==> src/rtl/swst_pkg.sv <==
package swst_pkg;

   localparam int VALUE_W = 24;
   localparam int COUNT_W = 5;
   localparam int MODE_W  = 2;

   localparam logic [MODE_W-1:0] MODE_MEAN   = 2'd1;
   localparam logic [MODE_W-1:0] MODE_MEDIAN = 2'd2;

   localparam logic CSR_SAMPLE_COUNT    = 1'b0;
   localparam logic CSR_PROCESSING_MODE = 1'b1;

   typedef enum logic [17:0] {
      ST_IDLE    = 18'b000000000000000001,
      ST_SUM_A   = 18'b000000000000000010,
      ST_SUM_B   = 18'b000000000000000100,
      ST_DM_GO   = 18'b000000000000001000,
      ST_DM_WAIT = 18'b000000000000010000,
      ST_SQ_A    = 18'b000000000000100000,
      ST_SQ_B    = 18'b000000000001000000,
      ST_SQ_L    = 18'b000000000010000000,
      ST_SQ_H    = 18'b000000000100000000,
      ST_DV_GO   = 18'b000000001000000000,
      ST_DV_WAIT = 18'b000000010000000000,
      ST_SQRT    = 18'b000000100000000000,
      ST_MI_A    = 18'b000001000000000000,
      ST_MI_B    = 18'b000010000000000000,
      ST_MJ_A    = 18'b000100000000000000,
      ST_MJ_B    = 18'b001000000000000000,
      ST_MED_FIN = 18'b010000000000000000,
      ST_OUT     = 18'b100000000000000000
   } state_type;

endpackage

==> src/rtl/swst_div.sv <==
module swst_div #(
   parameter int NUM_W = 8,
   parameter int DEN_W = 4
) (
   input  logic             clock,
   input  logic             reset,
   input  logic             start,
   input  logic [NUM_W-1:0] num,
   input  logic [DEN_W-1:0] den,
   output logic             done,
   output logic [NUM_W-1:0] quot
);

   localparam int CNT_W = $clog2(NUM_W + 1);

   logic [NUM_W-1:0] q_ff, q_in;
   logic [DEN_W-1:0] r_ff, r_in;
   logic [DEN_W-1:0] d_ff, d_in;
   logic [CNT_W-1:0] cnt_ff, cnt_in;
   logic             busy_ff, busy_in;
   logic             done_ff, done_in;
   logic [DEN_W:0]   shifted;
   logic             ge;

   always_comb begin
      shifted = {r_ff, q_ff[NUM_W-1]};
      ge      = shifted >= {1'b0, d_ff};
      q_in    = q_ff;
      r_in    = r_ff;
      d_in    = d_ff;
      cnt_in  = cnt_ff;
      busy_in = busy_ff;
      done_in = 1'b0;
      if (start) begin
         q_in    = num;
         r_in    = '0;
         d_in    = den;
         cnt_in  = CNT_W'(NUM_W);
         busy_in = 1'b1;
      end else if (busy_ff) begin
         q_in   = {q_ff[NUM_W-2:0], ge};
         r_in   = ge ? DEN_W'(shifted - {1'b0, d_ff}) : shifted[DEN_W-1:0];
         cnt_in = cnt_ff - CNT_W'(1);
         if (cnt_ff == CNT_W'(1)) begin
            busy_in = 1'b0;
            done_in = 1'b1;
         end
      end
   end

   always_ff @(posedge clock) begin
      q_ff   <= q_in;
      r_ff   <= r_in;
      d_ff   <= d_in;
      cnt_ff <= cnt_in;
      if (reset) begin
         busy_ff <= 1'b0;
         done_ff <= 1'b0;
      end else begin
         busy_ff <= busy_in;
         done_ff <= done_in;
      end
   end

   assign done = done_ff;
   assign quot = q_ff;

endmodule

==> src/rtl/sample_window_statistics.sv <==
// Sample window statistics.
// req_ carries one nonzero sample per transaction; zero samples are dropped.
// When the configured number of samples has been collected, one transaction
// leaves on rsp_: the selected value (last sample, truncated mean or median)
// and the population standard deviation, both in the sample format.
// csr_ writes sample_count (index 0, also restarts the run) and
// processing_mode (index 1); the user must write only while the block is idle (not enforced).
// A sample that does not end a run is taken while the block is idle. A sample
// that ends a run of n starts a sequencer over the sample memory (one read per
// step): the sum, the squared deviations (24x12 multiplier, two passes per
// sample), two divisions by n on a shared bit-serial divider, a square root and,
// in median mode, rank counting of each sample against every sample.
// req_tready is low while the sequencer runs and while the result waits on a
// stalled receiver; the result holds until rsp_tready takes it.
// Reset clears the fill count and sets sample_count 1, processing_mode 0.
module sample_window_statistics
   import swst_pkg::*;
#(
   parameter int SAMPLE_CAPACITY = 16
) (
   input  logic         clock,
   input  logic         reset,
   input  logic         req_tvalid,
   output logic         req_tready,
   input  logic [23:0]  req_tdata,   // [23:0] sample_value
   output logic         rsp_tvalid,
   input  logic         rsp_tready,
   output logic [47:0]  rsp_tdata,   // [23:0] selected_value, [47:24] std_deviation
   input  logic         csr_we,
   input  logic         csr_index,
   input  logic [4:0]   csr_wdata
);

   localparam int NCW = $clog2(SAMPLE_CAPACITY + 1);
   localparam int AW  = (SAMPLE_CAPACITY > 1) ? $clog2(SAMPLE_CAPACITY) : 1;
   localparam int SW  = VALUE_W + NCW;
   localparam int QW  = 2 * VALUE_W + NCW;
   localparam int RW  = QW + (QW % 2);
   localparam int HW  = VALUE_W / 2;

   logic [VALUE_W-1:0] store [SAMPLE_CAPACITY];
   logic [VALUE_W-1:0] rd_ff;

   state_type          state_ff, state_in;
   logic [COUNT_W-1:0] count_ff;
   logic [MODE_W-1:0]  mode_ff;
   logic [NCW-1:0]     fill_ff, fill_in;
   logic [NCW-1:0]     i_ff, i_in, j_ff, j_in;
   logic [NCW-1:0]     lt_ff, lt_in, le_ff, le_in;
   logic [SW-1:0]      sum_ff, sum_in;
   logic [QW-1:0]      sq_ff, sq_in;
   logic [VALUE_W-1:0] mean_ff, mean_in, last_ff, last_in, d_ff, d_in;
   logic [VALUE_W-1:0] cand_ff, cand_in, mhi_ff, mhi_in, mlo_ff, mlo_in;
   logic [VALUE_W-1:0] sel_ff, sel_in, std_ff, std_in;
   logic [RW-1:0]      rv_ff, rv_in, root_ff, root_in, bit_ff, bit_in;

   logic [COUNT_W-1:0] cnt0;
   logic [NCW-1:0]     n, n_m1, wr_ptr, fill_nx, k_hi, k_lo, lt_nx, le_nx;
   logic [AW-1:0]      rd_addr;
   logic               accept, div_start, div_done;
   logic [QW-1:0]      div_num, div_quot;
   logic [HW+VALUE_W-1:0] prod;
   logic [RW-1:0]      trial;

   always_comb begin
      cnt0 = (count_ff == '0) ? COUNT_W'(1) : count_ff;
      if (32'(cnt0) > SAMPLE_CAPACITY) n = NCW'(SAMPLE_CAPACITY);
      else n = NCW'(cnt0);
      n_m1 = n - NCW'(1);
      k_hi = n >> 1;
      k_lo = k_hi - NCW'(1);
   end

   assign req_tready = (state_ff == ST_IDLE);
   assign accept     = req_tvalid && req_tready && (req_tdata != '0);
   assign wr_ptr     = (fill_ff >= n) ? '0 : fill_ff;
   assign fill_nx    = wr_ptr + NCW'(1);
   assign rd_addr    = (state_ff == ST_MJ_A || state_ff == ST_MJ_B) ? j_ff[AW-1:0]
                                                                    : i_ff[AW-1:0];
   assign div_start  = (state_ff == ST_DM_GO) || (state_ff == ST_DV_GO);
   assign div_num    = (state_ff == ST_DM_GO) ? QW'(sum_ff) : sq_ff;
   assign prod       = d_ff * ((state_ff == ST_SQ_H) ? d_ff[VALUE_W-1:HW] : d_ff[HW-1:0]);
   assign trial      = root_ff + bit_ff;
   assign lt_nx      = lt_ff + NCW'(rd_ff < cand_ff);
   assign le_nx      = le_ff + NCW'(rd_ff <= cand_ff);

   swst_div #(.NUM_W(QW), .DEN_W(NCW)) u_div (
      .clock (clock),
      .reset (reset),
      .start (div_start),
      .num   (div_num),
      .den   (n),
      .done  (div_done),
      .quot  (div_quot)
   );

   always_ff @(posedge clock) begin
      if (accept) store[wr_ptr[AW-1:0]] <= req_tdata;
      rd_ff <= store[rd_addr];
   end

   always_comb begin
      state_in = state_ff;
      fill_in  = fill_ff;
      i_in     = i_ff;
      j_in     = j_ff;
      lt_in    = lt_ff;
      le_in    = le_ff;
      sum_in   = sum_ff;
      sq_in    = sq_ff;
      mean_in  = mean_ff;
      last_in  = last_ff;
      d_in     = d_ff;
      cand_in  = cand_ff;
      mhi_in   = mhi_ff;
      mlo_in   = mlo_ff;
      sel_in   = sel_ff;
      std_in   = std_ff;
      rv_in    = rv_ff;
      root_in  = root_ff;
      bit_in   = bit_ff;
      unique case (state_ff)
         ST_IDLE: begin
            if (accept) begin
               last_in = req_tdata;
               if (fill_nx >= n) begin
                  fill_in  = '0;
                  i_in     = '0;
                  sum_in   = '0;
                  state_in = ST_SUM_A;
               end else begin
                  fill_in = fill_nx;
               end
            end
         end
         ST_SUM_A: state_in = ST_SUM_B;
         ST_SUM_B: begin
            sum_in = sum_ff + SW'(rd_ff);
            i_in   = i_ff + NCW'(1);
            state_in = (i_ff == n_m1) ? ST_DM_GO : ST_SUM_A;
         end
         ST_DM_GO: state_in = ST_DM_WAIT;
         ST_DM_WAIT: begin
            if (div_done) begin
               mean_in  = div_quot[VALUE_W-1:0];
               i_in     = '0;
               sq_in    = '0;
               state_in = ST_SQ_A;
            end
         end
         ST_SQ_A: state_in = ST_SQ_B;
         ST_SQ_B: begin
            d_in = (rd_ff >= mean_ff) ? rd_ff - mean_ff : mean_ff - rd_ff;
            state_in = ST_SQ_L;
         end
         ST_SQ_L: begin
            sq_in    = sq_ff + QW'(prod);
            state_in = ST_SQ_H;
         end
         ST_SQ_H: begin
            sq_in = sq_ff + (QW'(prod) << HW);
            i_in  = i_ff + NCW'(1);
            state_in = (i_ff == n_m1) ? ST_DV_GO : ST_SQ_A;
         end
         ST_DV_GO: state_in = ST_DV_WAIT;
         ST_DV_WAIT: begin
            if (div_done) begin
               rv_in    = RW'(div_quot);
               root_in  = '0;
               bit_in   = RW'(1) << (RW - 2);
               state_in = ST_SQRT;
            end
         end
         ST_SQRT: begin
            if (rv_ff >= trial) begin
               rv_in   = rv_ff - trial;
               root_in = (root_ff >> 1) + bit_ff;
            end else begin
               root_in = root_ff >> 1;
            end
            bit_in = bit_ff >> 2;
            if (bit_ff[0]) begin
               std_in = root_in[VALUE_W-1:0];
               case (mode_ff)
                  MODE_MEAN: begin
                     sel_in   = mean_ff;
                     state_in = ST_OUT;
                  end
                  MODE_MEDIAN: begin
                     i_in     = '0;
                     state_in = ST_MI_A;
                  end
                  default: begin
                     sel_in   = last_ff;
                     state_in = ST_OUT;
                  end
               endcase
            end
         end
         ST_MI_A: state_in = ST_MI_B;
         ST_MI_B: begin
            cand_in  = rd_ff;
            j_in     = '0;
            lt_in    = '0;
            le_in    = '0;
            state_in = ST_MJ_A;
         end
         ST_MJ_A: state_in = ST_MJ_B;
         ST_MJ_B: begin
            lt_in = lt_nx;
            le_in = le_nx;
            j_in  = j_ff + NCW'(1);
            if (j_ff == n_m1) begin
               if (lt_nx <= k_hi && k_hi < le_nx) mhi_in = cand_ff;
               if (lt_nx <= k_lo && k_lo < le_nx) mlo_in = cand_ff;
               i_in     = i_ff + NCW'(1);
               state_in = (i_ff == n_m1) ? ST_MED_FIN : ST_MI_A;
            end else begin
               state_in = ST_MJ_A;
            end
         end
         ST_MED_FIN: begin
            if (n[0]) sel_in = mhi_ff;
            else sel_in = VALUE_W'(({1'b0, mhi_ff} + {1'b0, mlo_ff}) >> 1);
            state_in = ST_OUT;
         end
         ST_OUT: if (rsp_tready) state_in = ST_IDLE;
         default: state_in = ST_IDLE;
      endcase
      if (csr_we && csr_index == CSR_SAMPLE_COUNT) fill_in = '0;
   end

   always_ff @(posedge clock) begin
      i_ff    <= i_in;
      j_ff    <= j_in;
      lt_ff   <= lt_in;
      le_ff   <= le_in;
      sum_ff  <= sum_in;
      sq_ff   <= sq_in;
      mean_ff <= mean_in;
      last_ff <= last_in;
      d_ff    <= d_in;
      cand_ff <= cand_in;
      mhi_ff  <= mhi_in;
      mlo_ff  <= mlo_in;
      sel_ff  <= sel_in;
      std_ff  <= std_in;
      rv_ff   <= rv_in;
      root_ff <= root_in;
      bit_ff  <= bit_in;
      if (reset) begin
         state_ff <= ST_IDLE;
         fill_ff  <= '0;
         count_ff <= COUNT_W'(1);
         mode_ff  <= '0;
      end else begin
         state_ff <= state_in;
         fill_ff  <= fill_in;
         if (csr_we) begin
            unique case (csr_index)
               CSR_SAMPLE_COUNT:    count_ff <= csr_wdata;
               CSR_PROCESSING_MODE: mode_ff  <= csr_wdata[MODE_W-1:0];
               default: ;
            endcase
         end
      end
   end

   assign rsp_tvalid = (state_ff == ST_OUT);
   assign rsp_tdata  = {std_ff, sel_ff};

endmodule

==> config.mk <==
export PLATFORM = sky130hd
export DESIGN_NAME = sample_window_statistics
export DESIGN_NICKNAME = d
export VERILOG_FILES = /design/src/rtl/swst_pkg.sv /design/src/rtl/swst_div.sv /design/src/rtl/sample_window_statistics.sv
export SDC_FILE = /design/constraint.sdc
export NUM_CORES = 2
export LEC_CHECK = 0
export BUFFER_PORTS_ARGS = -buffer_cell sky130_fd_sc_hd__buf_2
export CAP_MARGIN = 20
export CORE_ASPECT_RATIO = 0.6
export CORE_UTILIZATION = 45
export CTS_CLUSTER_SIZE = 40
export DETAILED_ROUTE_END_ITERATION = 16
export GPL_ROUTABILITY_DRIVEN = 0
export PLACE_DENSITY_LB_ADDON = 0.3
export RECOVER_POWER = 25
export SLEW_MARGIN = 30
export SYNTH_ARGS = -nofsm -noshare
export SYNTH_HDL_FRONTEND = slang
export SYNTH_SLANG_ARGS = --single-unit
==> constraint.sdc <==
create_clock -name clock -period 18.29 [get_ports clock]
set_input_delay 0.9145 -clock clock [delete_from_list [all_inputs] [get_ports clock]]
set_output_delay 0.9145 -clock clock [all_outputs]
set_load 0.02 [all_outputs]
Yosys cells after proc, flatten, opt, wreduce, memory -nomap -nowiden
Memory sizes are Yosys's and may differ from the RTL's. A register that Yosys moved wholly into a read port is not among the register bits.
Cells that the tools add are included.
Word-level totals
  bits in registers: 557
  input port bits: 35
  output and inout bits: 50
  memories: 1
  RAM bits: 384
Cells by class
  multiply operators: 1
  add/subtract/negate cells: 18
  order comparisons: 12
  equality and inequality tests: 33
  muxes and demuxes: 56
  bitwise logic cells: 2
  reductions and logical operators: 33
Memories
  store: depth 16, width 24, read ports 1, clocked after Yosys merged registers in 1, wr ports 1, RTL line sample_window_statistics.sv:41  | logic [VALUE_W-1:0] store [SAMPLE_CAPACITY];
Operators by type and width (count)
  18-bit one-hot mux with 18 select lines: 1
  54-bit one-hot mux with 2 select lines: 3
  54-bit 2-to-1 mux: 5
  53-bit 2-to-1 mux: 4
  53-bit one-hot mux with 3 select lines: 1
  18-bit 2-to-1 mux: 7
  24-bit one-hot mux with 2 select lines: 2
  24-bit 2-to-1 mux: 3
  29-bit 2-to-1 mux: 2
  29-bit one-hot mux with 2 select lines: 1
  5-bit 2-to-1 mux: 11
  53-bit by 54-bit adder with 54-bit output: 1
  54-bit adder: 1
  54-bit >= comparator: 1
  54-bit subtractor: 1
  53-bit by 36-bit adder with 53-bit output: 1
  53-bit by 48-bit adder with 53-bit output: 1
  24-bit subtractor: 2
  24-bit by 12-bit multiplier with 36-bit output: 1
  17-bit 2-to-1 mux: 2
  5-bit one-hot mux with 2 select lines: 3
  29-bit by 24-bit adder with 29-bit output: 1
  24-bit by 24-bit adder with 25-bit output: 1
  5-bit one-hot mux with 5 select lines: 1
  other kinds (58): 98

Depth between registers and ports, before layout
  depth in word-level cells: 11
  mapped depth: 45
  gate-level depth less buffers: 42

Cells and area by module
From an unflattened synthesis, not the netlist that was laid out.
Unflattened totals
  cell total of the unflattened synthesis: 5542
  area, all modules: 61865.6 um^2
Modules (own cells, without submodules)
  sample_window_statistics: area each 58670.0 um^2, cells an instance 5331, sequential area each 25494.5 um^2, times used 1
  swst_div: area each 3195.6 um^2, cells an instance 211, sequential area each 2001.9 um^2, times used 1

Worst setup path after synthesis
Ideal clock, no wire load.
  path kind: flip-flop to flip-flop
  start: register state_ff[14]
  end: register sq_ff[49] (data pin)
  stages on the path, launching flop included: 39
  clock period less this slack: 9.787 ns
  arrival: 9.516 ns
  buffers on the path: 3
  setup slack: 8.503 ns
  cell sequence: dfxtp_1 > nor4_1 > nor2b_1 > nand3_1 > nor3b_1 > clkbuf_1 > nand2_1 > nand2_1 > clkbuf_1 > nand2_1 > fa_1 > fa_1 > inv_1 > ha_1 > fa_1 > inv_1 > fa_1 > inv_1 > (+3 left out) > a41oi_1 > inv_1 > a21oi_1 > o21ai_0 > a21oi_1 > xnor2_1 > ha_1 > buf_2 > a21o_1 > or4_1 > a221o_1 > o41ai_4 > o41ai_2 > a221oi_2 > o221a_2 > o21bai_2 > and4_4 > or4_1
On the way
  longest elaborated chain between the ends: 5
  elaborated cells on any way between the ends: 8
Ends and longest elaborated chain
  from (decl): RTL line sample_window_statistics.sv:44  | state_type state_ff, state_in;
  from (signal assigned): RTL line sample_window_statistics.sv:257  | state_ff <= state_in;
  18-bit by 9-bit == test with 1-bit output: RTL line sample_window_statistics.sv:82, sample_window_statistics.sv:122
  12-bit 2-to-1 mux: RTL line sample_window_statistics.sv:82  | assign prod = d_ff * ((state_ff == ST_SQ_H) ? d_ff[VALUE_W-1:HW] : d_ff[HW-1:0]);
  24-bit by 12-bit multiplier with 36-bit output: RTL line sample_window_statistics.sv:82
  53-bit by 48-bit adder with 53-bit output / 53-bit by 36-bit adder with 53-bit output (equally long branches): RTL line sample_window_statistics.sv:161, sample_window_statistics.sv:157
  53-bit one-hot mux with 3 select lines (*): RTL line sample_window_statistics.sv:122  | unique case (state_ff)
  net sq_in[49]: RTL line sample_window_statistics.sv:51  | logic [QW-1:0] sq_ff, sq_in;
  to (signal assigned): RTL line sample_window_statistics.sv:239  | sq_ff <= sq_in;
  to (decl): RTL line sample_window_statistics.sv:51
Mark *: on every way through the listed nets, which the timed path passes. The rest lies on a longest branch.
A chain may end at the register's enable or synchronous reset.

Worst setup path after layout
  start: register state_ff[15]
  end: register sq_ff[50] (data pin)
The elaborated chain is that of the path after synthesis.

==> results.sh <==
export IMPL_status="finished clean"
export IMPL_grt_pass1_wl_um=257400
export IMPL_crit_buf_inv=4
export IMPL_worst_pin_slew_ns=0.9883
export IMPL_cp_slowest_cell="or3b_2"
export IMPL_arrival_ns=12.56
export IMPL_min_path_type="reg -> reg"
export IMPL_drtIter0Drc=5558
export IMPL_postRouteAntennaNets=0
export IMPL_syn_to_final_growth_pct=9.228
export IMPL_crit_path_max_incr_delay_ns=0.82
export IMPL_busiest_layer="met1"
export IMPL_rsz0062_at_grt="no"
export IMPL_critical_path_required_ns=18.79
export IMPL_rows=104
export IMPL_pre_cts_slack_ns=6.536
export IMPL_yosys_top_cells_area="edfxtp_1, ha_1, fa_1"
export IMPL_synth_cells=5900
export IMPL_num_vias=45270
export IMPL_crit_path_start_kind="flip-flop"
export IMPL_power_mw=6.260
export IMPL_tns_ns=0
export IMPL_synth_xor_area_share=0.05102
export IMPL_maxSlewHeadroom=0.3395
export IMPL_syn_avg_cell_area_um2=10.42
export IMPL_num_antenna_cells=0
export IMPL_end_kind="flip-flop"
export IMPL_maxClockFrequency_mhz=82.92
export IMPL_place_area_mm2=0.06404
export IMPL_yosysMostFrequentCell="edfxtp_1"
export IMPL_crit_start="state_ff[15]$_SDFFE_PP0P_"
export IMPL_die_x_um=479.1
export IMPL_initial_core_util=0.4559
export IMPL_synthTopCellsByCount="edfxtp_1, nand2_1, inv_1, ha_1, a21oi_1"
export IMPL_met1_usage=0.3954
export IMPL_p_per_area_mw_per_mm2=93.25
export IMPL_post_drt_wl_per_cell_um=21.64
export IMPL_antenna_found_initial=5
export IMPL_ctsHoldBuffers=0
export IMPL_ctsResizeCount=0
export IMPL_final_net_count=6578
export IMPL_clk_latency_ns=0.72
export IMPL_grt_max_degree=193
export IMPL_placed_cells=7598
export IMPL_drive_gt1_frac=0.05814
export IMPL_cp_top_family="simple AND/OR/NAND/NOR gates"
export IMPL_finalMaxSlewViolations=0
export IMPL_crit_fanout=22
export IMPL_postLayoutCoreUtil=0.4980
export IMPL_maxCapViolCount=0
export IMPL_clockBufferDepth=3
export IMPL_drtPass1Iterations=6
export IMPL_globalRouteMet2Util=0.3084
export IMPL_timing_final_hold_violations=0
export IMPL_p_leak_nw=26.60
export IMPL_synth_edf_count=871
export IMPL_synthDominantCellAreaShare=0.4256
export IMPL_synth_compound_area_frac=0.1433
export IMPL_clkTransAtPathRegs_ns=0.07
export IMPL_async_reset_ff_frac=0
export IMPL_numClockSinks=938
export IMPL_synth_adder_area_share=0.1608
export IMPL_avgViaCountPerCell=5.826
export IMPL_ys_ff_latch=938
export IMPL_drt_wl_total_um=168100
export IMPL_io_pins=85
export IMPL_coreArea_mm2=0.1348
export IMPL_setup_viol_count_final=0
export IMPL_cts_max_level=3
export IMPL_worstSetupPathType="reg -> reg"
export IMPL_fin_skew_ns=0.03911
export IMPL_grtUsageTotal=0.2421
export IMPL_synth_top_family_by_area="adder cells"
export IMPL_postCtsSetupBuffers=0
export IMPL_yosysWarnings=0
export IMPL_numPortBuffers=84
export IMPL_grt_met3_usage=0.07044
export IMPL_die_h_um=288.3
export IMPL_grt_pass1_vias=42464
export IMPL_synth_area_mm2=0.06146
export IMPL_hold_slack_ns=0.4717
export IMPL_yosys_area_share_simple=0.1327
export IMPL_synth_top_cell_by_area="edfxtp_1"
export IMPL_cpMostUsedCell="fa_1"
export IMPL_synth_ff_type="edfxtp_1"
export IMPL_die_area_mm2=0.1381
export IMPL_syn_nets=6588
export IMPL_post_route_period_util=0.6593
export IMPL_cts_root_buf="clkbuf_16"
export IMPL_stdcell_count=7770
export IMPL_reg2reg_from="state_ff[15]$_SDFFE_PP0P_"
export IMPL_final_cell_area_mm2=0.06713
export IMPL_nFillCells=12075
export IMPL_hpwl_um=123200
export IMPL_cts_tree="done"
export IMPL_overflow=0
export IMPL_cts_buffers=92
export IMPL_worstHoldStart="mode_ff[1]$_SDFFE_PP0P_"
export IMPL_peakVddDrop_v=0.0001406
export IMPL_synthMuxAreaShare=0.02207
export IMPL_setup_ws_ns=6.231
export IMPL_ys_types=85
export IMPL_ys_seq_area_frac=0.4474
export IMPL_drc=0
export IMPL_post_route_min_period_ns=12.06
==> final timing paths <==
| path | slack [ns] | end | cells past startpoint |
|---|---|---|---|
| worst max-delay path | 6.23 | sq_ff[50]$_DFFE_PP_ | 36 |
| worst min-delay path | 0.47 | mode_ff[1]$_SDFFE_PP0P_ | 2 |
| worst max register to register | 6.23 | sq_ff[50]$_DFFE_PP_ | 36 |
| worst min register to register | 0.47 | mode_ff[1]$_SDFFE_PP0P_ | 2 |
==> worst min-delay path: stages, from the launching register on <==
cell and delay, ns:
dfxtp_1 0.32, nand2_1 0.05, a21oi_1 0.05
==> state kept, by name (all words and copies together), names as in the netlist, 27 cells and up <==
register	count
bit_ff	27
root_ff	54
rv_ff	54
sq_ff	53
store	384
sum_ff	29
u_div.quot	53
==> cells in the final DEF, fill, tap and decap left out, drive strengths merged, types with 9 or more instances in the layout <==
cell	count
a221oi	16
ha	425
clkinv	40
o21a	34
a31o	18
o21ai	291
o31ai	24
fa	228
nor3	49
dfxtp	67
o211ai	30
nor2b	165
a22oi	65
and3	28
mux2i	131
and2	149
or3	15
a21oi	404
buf	117
nand2b	50
edfxtp	871
a21o	132
nand4	58
nand2	713
a221o	9
a31oi	65
or2	9
o21bai	37
nand3	111
xnor2	188
clkbuf	143
nor4	22
nor2	326
xor2	170
o22ai	33
a211oi	143
inv	448
bufinv	10
==> kinds of logic after synthesis <==
group	after synthesis
compound gates	1388
xor+xnor	358
fa+ha+maj	653
buf+inv	690
flops	938
mux	135
simple gates	1738
==> routing by layer <==
| layer | up-vias | part of all wire |
|---|---|---|
| met5 | - | 0.00080 |
| met4 | 8 | 0.017 |
| met3 | 223 | 0.12 |
| met2 | 2126 | 0.37 |
| met1 | 21856 | 0.49 |
| li1 | 21057 | - |
==> power breakdown <==
part	internal (mW)	total, mW	switching [mW]
clock	1.12	1.97	0.857
combinational	0.614	1.69	1.08
sequential	2.47	2.60	0.123
total	4.20	6.26	2.06
==> final cells by class <==
| class | instances | area (µm²) | share of cell area |
|---|---|---|---|
| flip-flops and latches | 938 | 27500 | 0.4096 |
| clock buffers | 120 | 2499 | 0.03722 |
| repair buffers | 140 | 977.2 | 0.01456 |
| well taps | 1802 | 2255 | 0.03359 |
| multi-input cells | 4272 | 31620 | 0.4710 |
| inverters | 446 | 1677 | 0.02498 |
| clock inverters | 52 | 610.6 | 0.009095 |
No activity file was read; power rests on OpenSTA's default activity.
